===== config.mk =====
export PLATFORM = sky130hd
export DESIGN_NAME = arp_address_cache_unit
export DESIGN_NICKNAME = d
export VERILOG_FILES = /design/src/rtl/arpc_pkg.sv /design/src/rtl/arpc_ram.sv /design/src/rtl/arpc_ctrl.sv /design/src/rtl/arp_address_cache_unit.sv
export SDC_FILE = /design/constraint.sdc
export NUM_CORES = 1
export LEC_CHECK = 0
export BUFFER_PORTS_ARGS = -buffer_cell sky130_fd_sc_hd__buf_4
export CAP_MARGIN = 10
export CORE_ASPECT_RATIO = 1.2
export CORE_MARGIN = 4
export CORE_UTILIZATION = 53
export CTS_CLUSTER_DIAMETER = 200
export DETAILED_ROUTE_END_ITERATION = 7
export GPL_ROUTABILITY_DRIVEN = 0
export PLACE_DENSITY = 0.77
export SLEW_MARGIN = 40
export SYNTH_ARGS = -nofsm -noshare
export SYNTH_HDL_FRONTEND = slang
export SYNTH_SLANG_ARGS = --single-unit

===== constraint.sdc =====
create_clock -name clk -period 14.4 [get_ports clk]
set_input_delay 2.16 -clock clk [delete_from_list [all_inputs] [get_ports clk]]
set_output_delay 2.16 -clock clk [all_outputs]
set_load 0.03 [all_outputs]

===== src/rtl/arpc_pkg.sv =====
package arpc_pkg;

  // Default table size.
  localparam int CACHE_ENTRIES_DEF = 16;

  // Field widths.
  localparam int IP_W    = 32;
  localparam int MAC_W   = 48;
  localparam int ENTRY_W = IP_W + MAC_W;
  localparam int STAT_W  = 3;

  // Action codes of an input item.
  localparam logic ACT_PUT    = 1'b0;
  localparam logic ACT_LOOKUP = 1'b1;

  // Result status codes.
  typedef enum logic [STAT_W-1:0] {
    ST_HIT      = 3'd0,
    ST_MISS     = 3'd1,
    ST_UPDATED  = 3'd2,
    ST_NEW      = 3'd3,
    ST_REPLACED = 3'd4
  } status_t;

  // One input item.
  typedef struct packed {
    logic             action;
    logic [IP_W-1:0]  ip;
    logic [MAC_W-1:0] mac;
  } req_t;

  // One result item.
  typedef struct packed {
    status_t          status;
    logic [MAC_W-1:0] mac;
  } res_t;

endpackage


===== src/rtl/arpc_ram.sv =====
module arpc_ram #(
  parameter int WIDTH = 8,
  parameter int DEPTH = 16,
  parameter int AW    = (DEPTH > 1) ? $clog2(DEPTH) : 1
) (
  input  logic             clk,
  input  logic             we,
  input  logic [AW-1:0]    waddr,
  input  logic [WIDTH-1:0] wdata,
  input  logic             re,
  input  logic [AW-1:0]    raddr,
  output logic [WIDTH-1:0] rdata
);

  logic [WIDTH-1:0] mem [DEPTH];

  // Single write port, registered read port.
  always_ff @(posedge clk) begin
    if (we) begin
      mem[waddr] <= wdata;
    end
    if (re) begin
      rdata <= mem[raddr];
    end
  end

endmodule


===== src/rtl/arpc_ctrl.sv =====
module arpc_ctrl import arpc_pkg::*; #(
  parameter int CACHE_ENTRIES = CACHE_ENTRIES_DEF
) (
  input  logic clk,
  input  logic rst_n,
  input  logic start,
  input  req_t req_in,
  output logic idle,
  output logic res_valid,
  input  logic res_take,
  output res_t res
);

  localparam int IDX_W = (CACHE_ENTRIES > 1) ? $clog2(CACHE_ENTRIES) : 1;
  localparam logic [IDX_W-1:0] LAST = IDX_W'(CACHE_ENTRIES - 1);

  typedef enum logic [1:0] {
    S_IDLE,
    S_SCAN,
    S_RESULT
  } state_t;

  state_t                   state_r, state_nxt;
  req_t                     req_r, req_nxt;
  res_t                     res_r, res_nxt;
  logic [CACHE_ENTRIES-1:0] valid_r, valid_nxt;
  logic [IDX_W-1:0]         cnt_r, cnt_nxt;
  logic                     issue_done_r, issue_done_nxt;
  logic                     cmp_vld_r, cmp_vld_nxt;
  logic [IDX_W-1:0]         cmp_idx_r, cmp_idx_nxt;
  logic                     found_r, found_nxt;
  logic [IDX_W-1:0]         found_idx_r, found_idx_nxt;
  logic [MAC_W-1:0]         found_mac_r, found_mac_nxt;
  logic                     free_r, free_nxt;
  logic [IDX_W-1:0]         free_idx_r, free_idx_nxt;

  logic                     ram_we;
  logic [IDX_W-1:0]         ram_waddr;
  logic [ENTRY_W-1:0]       ram_wdata;
  logic                     ram_re;
  logic [ENTRY_W-1:0]       ram_rdata;

  logic [IP_W-1:0]          rd_ip;
  logic [MAC_W-1:0]         rd_mac;
  logic                     hit_c, empty_c, last_c;
  logic                     found_any, free_any;
  logic [IDX_W-1:0]         found_idx_c, free_idx_c;
  logic [MAC_W-1:0]         found_mac_c;

  // Entry store: address in the upper bits, MAC in the lower bits.
  arpc_ram #(
    .WIDTH (ENTRY_W),
    .DEPTH (CACHE_ENTRIES),
    .AW    (IDX_W)
  ) u_ram (
    .clk   (clk),
    .we    (ram_we),
    .waddr (ram_waddr),
    .wdata (ram_wdata),
    .re    (ram_re),
    .raddr (cnt_r),
    .rdata (ram_rdata)
  );

  // Compare stage: one entry returned by the memory is checked per cycle.
  assign rd_ip   = ram_rdata[ENTRY_W-1 -: IP_W];
  assign rd_mac  = ram_rdata[MAC_W-1:0];
  assign hit_c   = cmp_vld_r && valid_r[cmp_idx_r] && (rd_ip == req_r.ip);
  assign empty_c = cmp_vld_r && !valid_r[cmp_idx_r];
  assign last_c  = cmp_vld_r && (cmp_idx_r == LAST);

  // The lowest match and the lowest free entry, including this cycle's entry.
  assign found_any   = found_r || hit_c;
  assign found_idx_c = found_r ? found_idx_r : cmp_idx_r;
  assign found_mac_c = found_r ? found_mac_r : rd_mac;
  assign free_any    = free_r || empty_c;
  assign free_idx_c  = free_r ? free_idx_r : cmp_idx_r;

  // Scan sequencer; a put is written back at the end of the scan.
  always_comb begin
    state_nxt      = state_r;
    req_nxt        = req_r;
    res_nxt        = res_r;
    valid_nxt      = valid_r;
    cnt_nxt        = cnt_r;
    issue_done_nxt = issue_done_r;
    cmp_vld_nxt    = 1'b0;
    cmp_idx_nxt    = cnt_r;
    found_nxt      = found_r;
    found_idx_nxt  = found_idx_r;
    found_mac_nxt  = found_mac_r;
    free_nxt       = free_r;
    free_idx_nxt   = free_idx_r;
    ram_we         = 1'b0;
    ram_waddr      = '0;
    ram_wdata      = {req_r.ip, req_r.mac};
    ram_re         = 1'b0;

    case (state_r)
      S_IDLE: begin
        if (start) begin
          req_nxt        = req_in;
          cnt_nxt        = '0;
          issue_done_nxt = 1'b0;
          found_nxt      = 1'b0;
          free_nxt       = 1'b0;
          state_nxt      = S_SCAN;
        end
      end
      S_SCAN: begin
        // Issue one read per cycle until the last entry has been requested.
        if (!issue_done_r) begin
          ram_re      = 1'b1;
          cmp_vld_nxt = 1'b1;
          if (cnt_r == LAST) begin
            issue_done_nxt = 1'b1;
          end else begin
            cnt_nxt = cnt_r + 1'b1;
          end
        end
        found_nxt     = found_any;
        found_idx_nxt = found_idx_c;
        found_mac_nxt = found_mac_c;
        free_nxt      = free_any;
        free_idx_nxt  = free_idx_c;
        // Last entry checked: decide, write back a put and form the result.
        if (last_c) begin
          state_nxt = S_RESULT;
          if (req_r.action == ACT_LOOKUP) begin
            res_nxt.status = found_any ? ST_HIT : ST_MISS;
            res_nxt.mac    = found_any ? found_mac_c : '0;
          end else begin
            res_nxt.mac = '0;
            ram_we      = 1'b1;
            if (found_any) begin
              ram_waddr      = found_idx_c;
              res_nxt.status = ST_UPDATED;
            end else if (free_any) begin
              ram_waddr             = free_idx_c;
              valid_nxt[free_idx_c] = 1'b1;
              res_nxt.status        = ST_NEW;
            end else begin
              ram_waddr      = '0;
              res_nxt.status = ST_REPLACED;
            end
          end
        end
      end
      S_RESULT: begin
        if (res_take) begin
          state_nxt = S_IDLE;
        end
      end
      default: begin
        state_nxt = S_IDLE;
      end
    endcase
  end

  always_ff @(posedge clk) begin
    if (!rst_n) begin
      state_r      <= S_IDLE;
      valid_r      <= '0;
      issue_done_r <= 1'b0;
      cmp_vld_r    <= 1'b0;
      found_r      <= 1'b0;
      free_r       <= 1'b0;
    end else begin
      state_r      <= state_nxt;
      valid_r      <= valid_nxt;
      issue_done_r <= issue_done_nxt;
      cmp_vld_r    <= cmp_vld_nxt;
      found_r      <= found_nxt;
      free_r       <= free_nxt;
    end
    req_r       <= req_nxt;
    res_r       <= res_nxt;
    cnt_r       <= cnt_nxt;
    cmp_idx_r   <= cmp_idx_nxt;
    found_idx_r <= found_idx_nxt;
    found_mac_r <= found_mac_nxt;
    free_idx_r  <= free_idx_nxt;
  end

  assign idle      = (state_r == S_IDLE);
  assign res_valid = (state_r == S_RESULT);
  assign res       = res_r;

endmodule


===== src/rtl/arp_address_cache_unit.sv =====
// Channel  | Ports                                           | Direction
// ---------+-------------------------------------------------+----------
// input    | in_valid, in_stall, in_action, in_ipv4_address,  | in
//          | in_mac_address                                  |
// result   | out_valid, out_stall, out_status, out_mac_found | out
//
// An item taken at the input is scanned against the table: the scan reads one table entry per
// cycle from the single memory read port, each entry read is compared, and the result is
// registered in the controller, then handed to the output register once that is empty or not
// stalled. One item is in work at a time; the input opens in the cycle after that hand-off,
// even while the output register is stalled; a new item waits until the last is handed off.
// Reset clears all valid marks at once; no clearing pass is needed.
module arp_address_cache_unit import arpc_pkg::*; #(
  parameter int CACHE_ENTRIES = CACHE_ENTRIES_DEF
) (
  input  logic              clk,
  input  logic              rst_n,
  input  logic              in_valid,
  output logic              in_stall,
  input  logic              in_action,
  input  logic [IP_W-1:0]   in_ipv4_address,
  input  logic [MAC_W-1:0]  in_mac_address,
  output logic              out_valid,
  input  logic              out_stall,
  output logic [STAT_W-1:0] out_status,
  output logic [MAC_W-1:0]  out_mac_found
);

  logic  ctrl_idle;
  logic  res_valid;
  logic  res_take;
  logic  in_accept;
  req_t  req_in;
  res_t  res;
  logic  out_valid_r, out_valid_nxt;
  res_t  out_r, out_nxt;

  assign in_accept = in_valid && !in_stall;
  assign in_stall  = !ctrl_idle;
  assign req_in    = '{action: in_action, ip: in_ipv4_address, mac: in_mac_address};

  arpc_ctrl #(
    .CACHE_ENTRIES (CACHE_ENTRIES)
  ) u_ctrl (
    .clk       (clk),
    .rst_n     (rst_n),
    .start     (in_accept),
    .req_in    (req_in),
    .idle      (ctrl_idle),
    .res_valid (res_valid),
    .res_take  (res_take),
    .res       (res)
  );

  // Output register: loads a finished result whenever it is empty or being drained.
  assign res_take = res_valid && (!out_valid_r || !out_stall);

  always_comb begin
    out_valid_nxt = out_valid_r;
    out_nxt       = out_r;
    if (res_take) begin
      out_valid_nxt = 1'b1;
      out_nxt       = res;
    end else if (out_valid_r && !out_stall) begin
      out_valid_nxt = 1'b0;
    end
  end

  always_ff @(posedge clk) begin
    if (!rst_n) begin
      out_valid_r <= 1'b0;
    end else begin
      out_valid_r <= out_valid_nxt;
    end
    out_r <= out_nxt;
  end

  assign out_valid     = out_valid_r;
  assign out_status    = out_r.status;
  assign out_mac_found = out_r.mac;

  // An accepted item keeps the input side closed on the following cycle.
  a_busy_after_accept: assert property (@(posedge clk) disable iff (!rst_n)
    in_accept |=> in_stall)
    else $error("input not stalled after an accepted item");

  // Only a lookup hit carries a MAC.
  a_mac_zero: assert property (@(posedge clk) disable iff (!rst_n)
    (out_valid && (out_status != ST_HIT)) |-> (out_mac_found == '0))
    else $error("nonzero MAC on a result other than a lookup hit");

  // An open input side means no result is pending inside the controller.
  a_idle_no_result: assert property (@(posedge clk) disable iff (!rst_n)
    !in_stall |-> !res_valid)
    else $error("controller idle with a pending result");

  // A pending result that is not taken stays pending.
  a_result_held: assert property (@(posedge clk) disable iff (!rst_n)
    (res_valid && !res_take) |=> (res_valid && $stable(res)))
    else $error("pending result dropped or changed");

endmodule


==> results <==
- The horizontal die dimension is 316 um.
- Clock tree synthesis selected as its root buffer the cell sky130_fd_sc_hd__clkbuf_16.
- Post-CTS repair changed the size of 0 cells.
- The post-route clock period utilization is 38.0%.
- The Yosys step of the flow raised 0 warnings.
- The total global routing track utilization is 22.4%.
- The routed layout has about 27000 vias.
- The global-route wire length before repair is around 190000 um.
- The share of the synthesized netlist area taken by xor and xnor gates is less than 1%.
- The worst path needs 5.47 ns of the cycle, external delays included.
- The top cell type by area accounts for 79.6% of the synthesized area.
- The number of antenna violations at the first check in global routing was 2.
- The count of flip-flops with a built-in enable after synthesis is about 1600.
- The total wirelength of the detailed-routed design is 132000 um.
- In this run the deepest clock path goes through 3 buffers.
- The number of post-CTS setup repair buffers is 0.
- Setup violations remaining at the end of the flow were counted as 0.
- In this run the tightest slew margin relative to its limit is between 40% and 50%.
- The max-slew violation count is 0.
- The count of unresolved DRC violations after routing is 0.
- The fraction of the core area covered by cells at the end of the flow is 60.9%.
- After synthesis, the largest family of logic cells by area is multiplexers.
- The worst clock skew is 0.0398 ns.
- The number of nets in the final layout is 2778.
- Counting flops with an async set or reset pin after synthesis yields a share of 0%.
- The die covers 0.120 mm^2.
- The CTS tree is built.
- The worst register-to-register path has a depth of 10.
- Static timing analysis puts the maximum clock frequency at about 180 MHz.
- By instance count, the leading cell after synthesis is sky130_fd_sc_hd__edfxtp_1.
- The core region is 0.113 mm^2.
- The starting density of the core is 53.4%.
- STA classifies the critical path startpoint as a flop.
- The number of clock buffers added by TritonCTS is 151.
- Of the total synthesized cell area, the portion taken by AND, OR, NAND and NOR gates is 1.58%.
- The worst hold path belongs to the class flop to flop.
- The critical setup path kind is flop to flop.
- The critical register-to-register path startpoint is u_ctrl.ram_wdata[75].
- After layout, the worst setup slack is roughly 8.9 ns.
- For this design the static power due to leakage is approximately 22 nW.
- The power per unit of standard cell area is 144 mW/mm^2.
- The flow ran to the end, and the final reports show no timing, DRC or antenna violations.
- The cell type contributing the most total cell area after synthesis is sky130_fd_sc_hd__edfxtp_1.
- The via count of the first global-routing pass is 28100.
- The insertion delay of the later-clocked pin in the worst-skew pair is roughly 0.79 ns.
- The slack of the worst reg-to-reg path is 8.93 ns.
- The synthesized net count is about 2500.
- In the routed layout, each cell is associated on average with a via count of 6.21.
- After routing the design area is 0.0689 mm^2.
- Setup repair after global routing left no endpoint under its margin.
- CTS saw 1630 sinks.
- The number of standard-cell rows in the floorplan is between 100 and 150.
- The number of hold buffers added after CTS is 0.
- The summed negative setup slack over all endpoints is 0 ns.
- The maximum VDD drop is 116 uV.
- The number of inserted filler cells in the final layout is 7294.
- The count of different cell masters after synthesis is 46.
- The number of top-level design ports is between 100 and 150.
- Along the worst path, the maximum fanout reaches 43.
- Among all flip-flop cells after synthesis, the most frequent one is sky130_fd_sc_hd__edfxtp_1.
- The critical register-to-register path endpoint is u_ctrl.u_ram.mem[3][44].
- The finished layout holds 4320 standard cells, fillers aside.
- The number of cells produced by synthesis is 2451.
- The count of inserted antenna diode cells is 0.
- The register area share after synthesis is 80.5%.
- The die is 378 um tall.
- Of the post-synthesis cell area, the part taken by muxes is between 15 and 20%.
- At the pin with the least slew margin, the transition time is 0.810 ns.
- Following the worst setup path forward leads to its endpoint at u_ctrl.u_ram.mem[3][44].
- The critical hold path startpoint is u_ctrl.res[31].
- The pre-antenna-repair detailed-routing pass consisted of 5 iterations.
- The total count of hold-check failures in the final report came to 0.
- The synthesized area per cell is 24.7 um^2.
- In this run the tool buffered the top-level ports with 137 buffer cells.
- The fraction of layout cells with a size suffix above 1 is between 30 and 40%.
- In this run the cell area measured after placement is 0.0638 mm^2.
- Sorting the synthesized cells by how often they occur yields sky130_fd_sc_hd__edfxtp_1 (1603), sky130_fd_sc_hd__mux4_2 (402), sky130_fd_sc_hd__clkbuf_1 (58).
- The number of maximum-capacitance constraint violations is 0.
- The iteration-0 DRC count of the detailed router is 3658.
- After clock tree synthesis, the clock-pin slew on the worst setup and hold paths is 0.06 ns.
- Once detailed placement completed, the half-perimeter wirelength came to 65400 um.
- The count of nets left with antenna violations once routing finished came out at 0.
- Tracing the worst setup path back leads to its startpoint at u_ctrl.ram_wdata[75].
- The element type at the critical path end is a flop.
- At the worst endpoint, the required time is 14.78 ns.
- The H-tree was split into 4 levels.
- By area the synthesized netlist is led by sky130_fd_sc_hd__edfxtp_1 (80%), sky130_fd_sc_hd__mux4_2 (15%), sky130_fd_sc_hd__mux2_2 (0.97%), sky130_fd_sc_hd__dfxtp_1 (0.89%), sky130_fd_sc_hd__nor2b_1 (0.55%).
- The synthesized netlist devotes 0.0207% of its cell area to adder and majority cells.
- The instance count after placement with tap cells included is 4041.
- The pin count of the biggest net entering global routing is 98.
- The post-synthesis register bit count is 1630.
- The relative area change from synthesis to final layout is 14.0%.
- The post-place setup slack is around 9 ns.
- For the worst setup path, the data arrival time is just under 6 ns.
- The remaining global-route overflow is 0.
- After detailed routing, the average wire length per cell comes to between 30 and 40 um.
- The fraction of the mapped netlist area in compound gates is 0.401%.
- Counting instances, the worst hold path has a depth of 0.
- Summing every instance area after synthesis gives approximately 0.060 mm^2.
## cell usage in the layout, fill, tap and decap left out, types with 3 or more instances in the layout
cell,n
sky130_fd_sc_hd__edfxtp_1,1603
sky130_fd_sc_hd__dfxtp_1,26
sky130_fd_sc_hd__nor2_1,18
sky130_fd_sc_hd__clkinvlp_4,12
sky130_fd_sc_hd__o21ai_2,8
sky130_fd_sc_hd__clkinv_4,3
sky130_fd_sc_hd__nand2_1,30
sky130_fd_sc_hd__o21ai_0,5
sky130_fd_sc_hd__nor4_1,6
sky130_fd_sc_hd__buf_16,11
sky130_fd_sc_hd__o21ai_1,7
sky130_fd_sc_hd__nand4_4,3
sky130_fd_sc_hd__nor3_2,8
sky130_fd_sc_hd__a21oi_1,3
sky130_fd_sc_hd__clkinv_16,4
sky130_fd_sc_hd__mux2i_1,14
sky130_fd_sc_hd__nor2b_1,53
sky130_fd_sc_hd__clkinv_2,20
sky130_fd_sc_hd__nand3b_1,3
sky130_fd_sc_hd__inv_1,6
sky130_fd_sc_hd__inv_16,4
sky130_fd_sc_hd__xor2_1,32
sky130_fd_sc_hd__nor3b_1,4
sky130_fd_sc_hd__mux2_2,52
sky130_fd_sc_hd__clkbuf_16,152
sky130_fd_sc_hd__and2_1,7
sky130_fd_sc_hd__clkinv_1,31
sky130_fd_sc_hd__clkinv_8,6
sky130_fd_sc_hd__clkbuf_1,26
sky130_fd_sc_hd__nor2_4,9
sky130_fd_sc_hd__buf_4,159
sky130_fd_sc_hd__bufinv_16,16
sky130_fd_sc_hd__buf_12,8
sky130_fd_sc_hd__nand3_1,5
sky130_fd_sc_hd__nand4_1,4
sky130_fd_sc_hd__buf_6,17
sky130_fd_sc_hd__and3_1,3
sky130_fd_sc_hd__mux4_2,402
## worst max-delay path, stage by stage, from the launching register on
cell	delay (ns)
sky130_fd_sc_hd__edfxtp_1	0.62
sky130_fd_sc_hd__xor2_1	0.26
sky130_fd_sc_hd__nor4_1	0.75
sky130_fd_sc_hd__nand4_1	0.29
sky130_fd_sc_hd__nor3_2	0.61
sky130_fd_sc_hd__a21oi_2	0.12
sky130_fd_sc_hd__buf_4	0.26
sky130_fd_sc_hd__mux2i_2	0.29
sky130_fd_sc_hd__nor2_4	0.58
sky130_fd_sc_hd__buf_4	0.51
sky130_fd_sc_hd__buf_4	0.75
## area by class of cell
type	count	area (um^2)	share of cell area, %
clock buffer	177	3880	5.62
clock inverter	97	1130	1.63
inverter	9	37.5	0.0544
multi-input combinational	702	11400	16.6
sequential	1630	48700	70.6
tap	1507	1890	2.73
timing repair buffer	198	1900	2.76
## sequential cells by signal, summed over array words and instances (netlist names)
name / count
u_ctrl.free_idx_r: 4
u_ctrl.req_r: 1
u_ctrl.cmp_idx_nxt: 4
out_status: 3
u_ctrl.free_r: 1
u_ctrl.u_ram.rdata: 80
u_ctrl.found_r: 1
u_ctrl.res: 51
u_ctrl.cmp_vld_r: 1
u_ctrl.found_mac_r: 48
out_mac_found: 48
u_ctrl.state_r: 2
u_ctrl.u_ram.mem: 1280
u_ctrl.ram_wdata: 80
u_ctrl.issue_done_r: 1
u_ctrl.valid_r: 16
u_ctrl.cmp_idx_r: 4
out_valid: 1
u_ctrl.found_idx_r: 4
## cell families after synthesis
group | Yosys count
XOR/XNOR | 34
multiplexers | 469
adder cells (fa/ha/maj) | 1
flip-flops | 1630
buffers and inverters | 119
AND/OR/NAND/NOR | 165
AO/OA/AOI/OAI | 33
## metrics by stage
| step | power, mW | hold WS (ns) |
|---|---|---|
| after global routing | 10.3 | 0.423 |
| after CTS | 10.0 | 0.420 |
| final | 9.95 | 0.416 |
| after detailed placement | 6.03 | 0.405 |
| after global placement | 6.00 | 0.401 |
| after floorplan | 5.84 | 0.346 |
## routing by layer
metal | wire (um) | track usage (%)
met4 | 3350 | 6.28
met1 | 47900 | 30.0
met2 | 69000 | 37.9
met5 | 13 | 0
met3 | 11200 | 4.69
## report_power, final
part | internal (mW) | switching (mW) | leakage, nW
Sequential | 5.28 | 0.0728 | 14.9
Combinational | 0.297 | 0.284 | 4.31
Clock | 2.25 | 1.77 | 2.39
Total | 7.83 | 2.13 | 21.6
## worst min path at each step
stage / to
final: out_mac_found[31]
after CTS: out_mac_found[36]
after global routing: out_mac_found[45]
after floorplan: u_ctrl.cmp_idx_r[3]
after detailed placement: out_mac_found[39]
after global placement: out_mac_found[36]
Power figures use the tool's default switching activity.
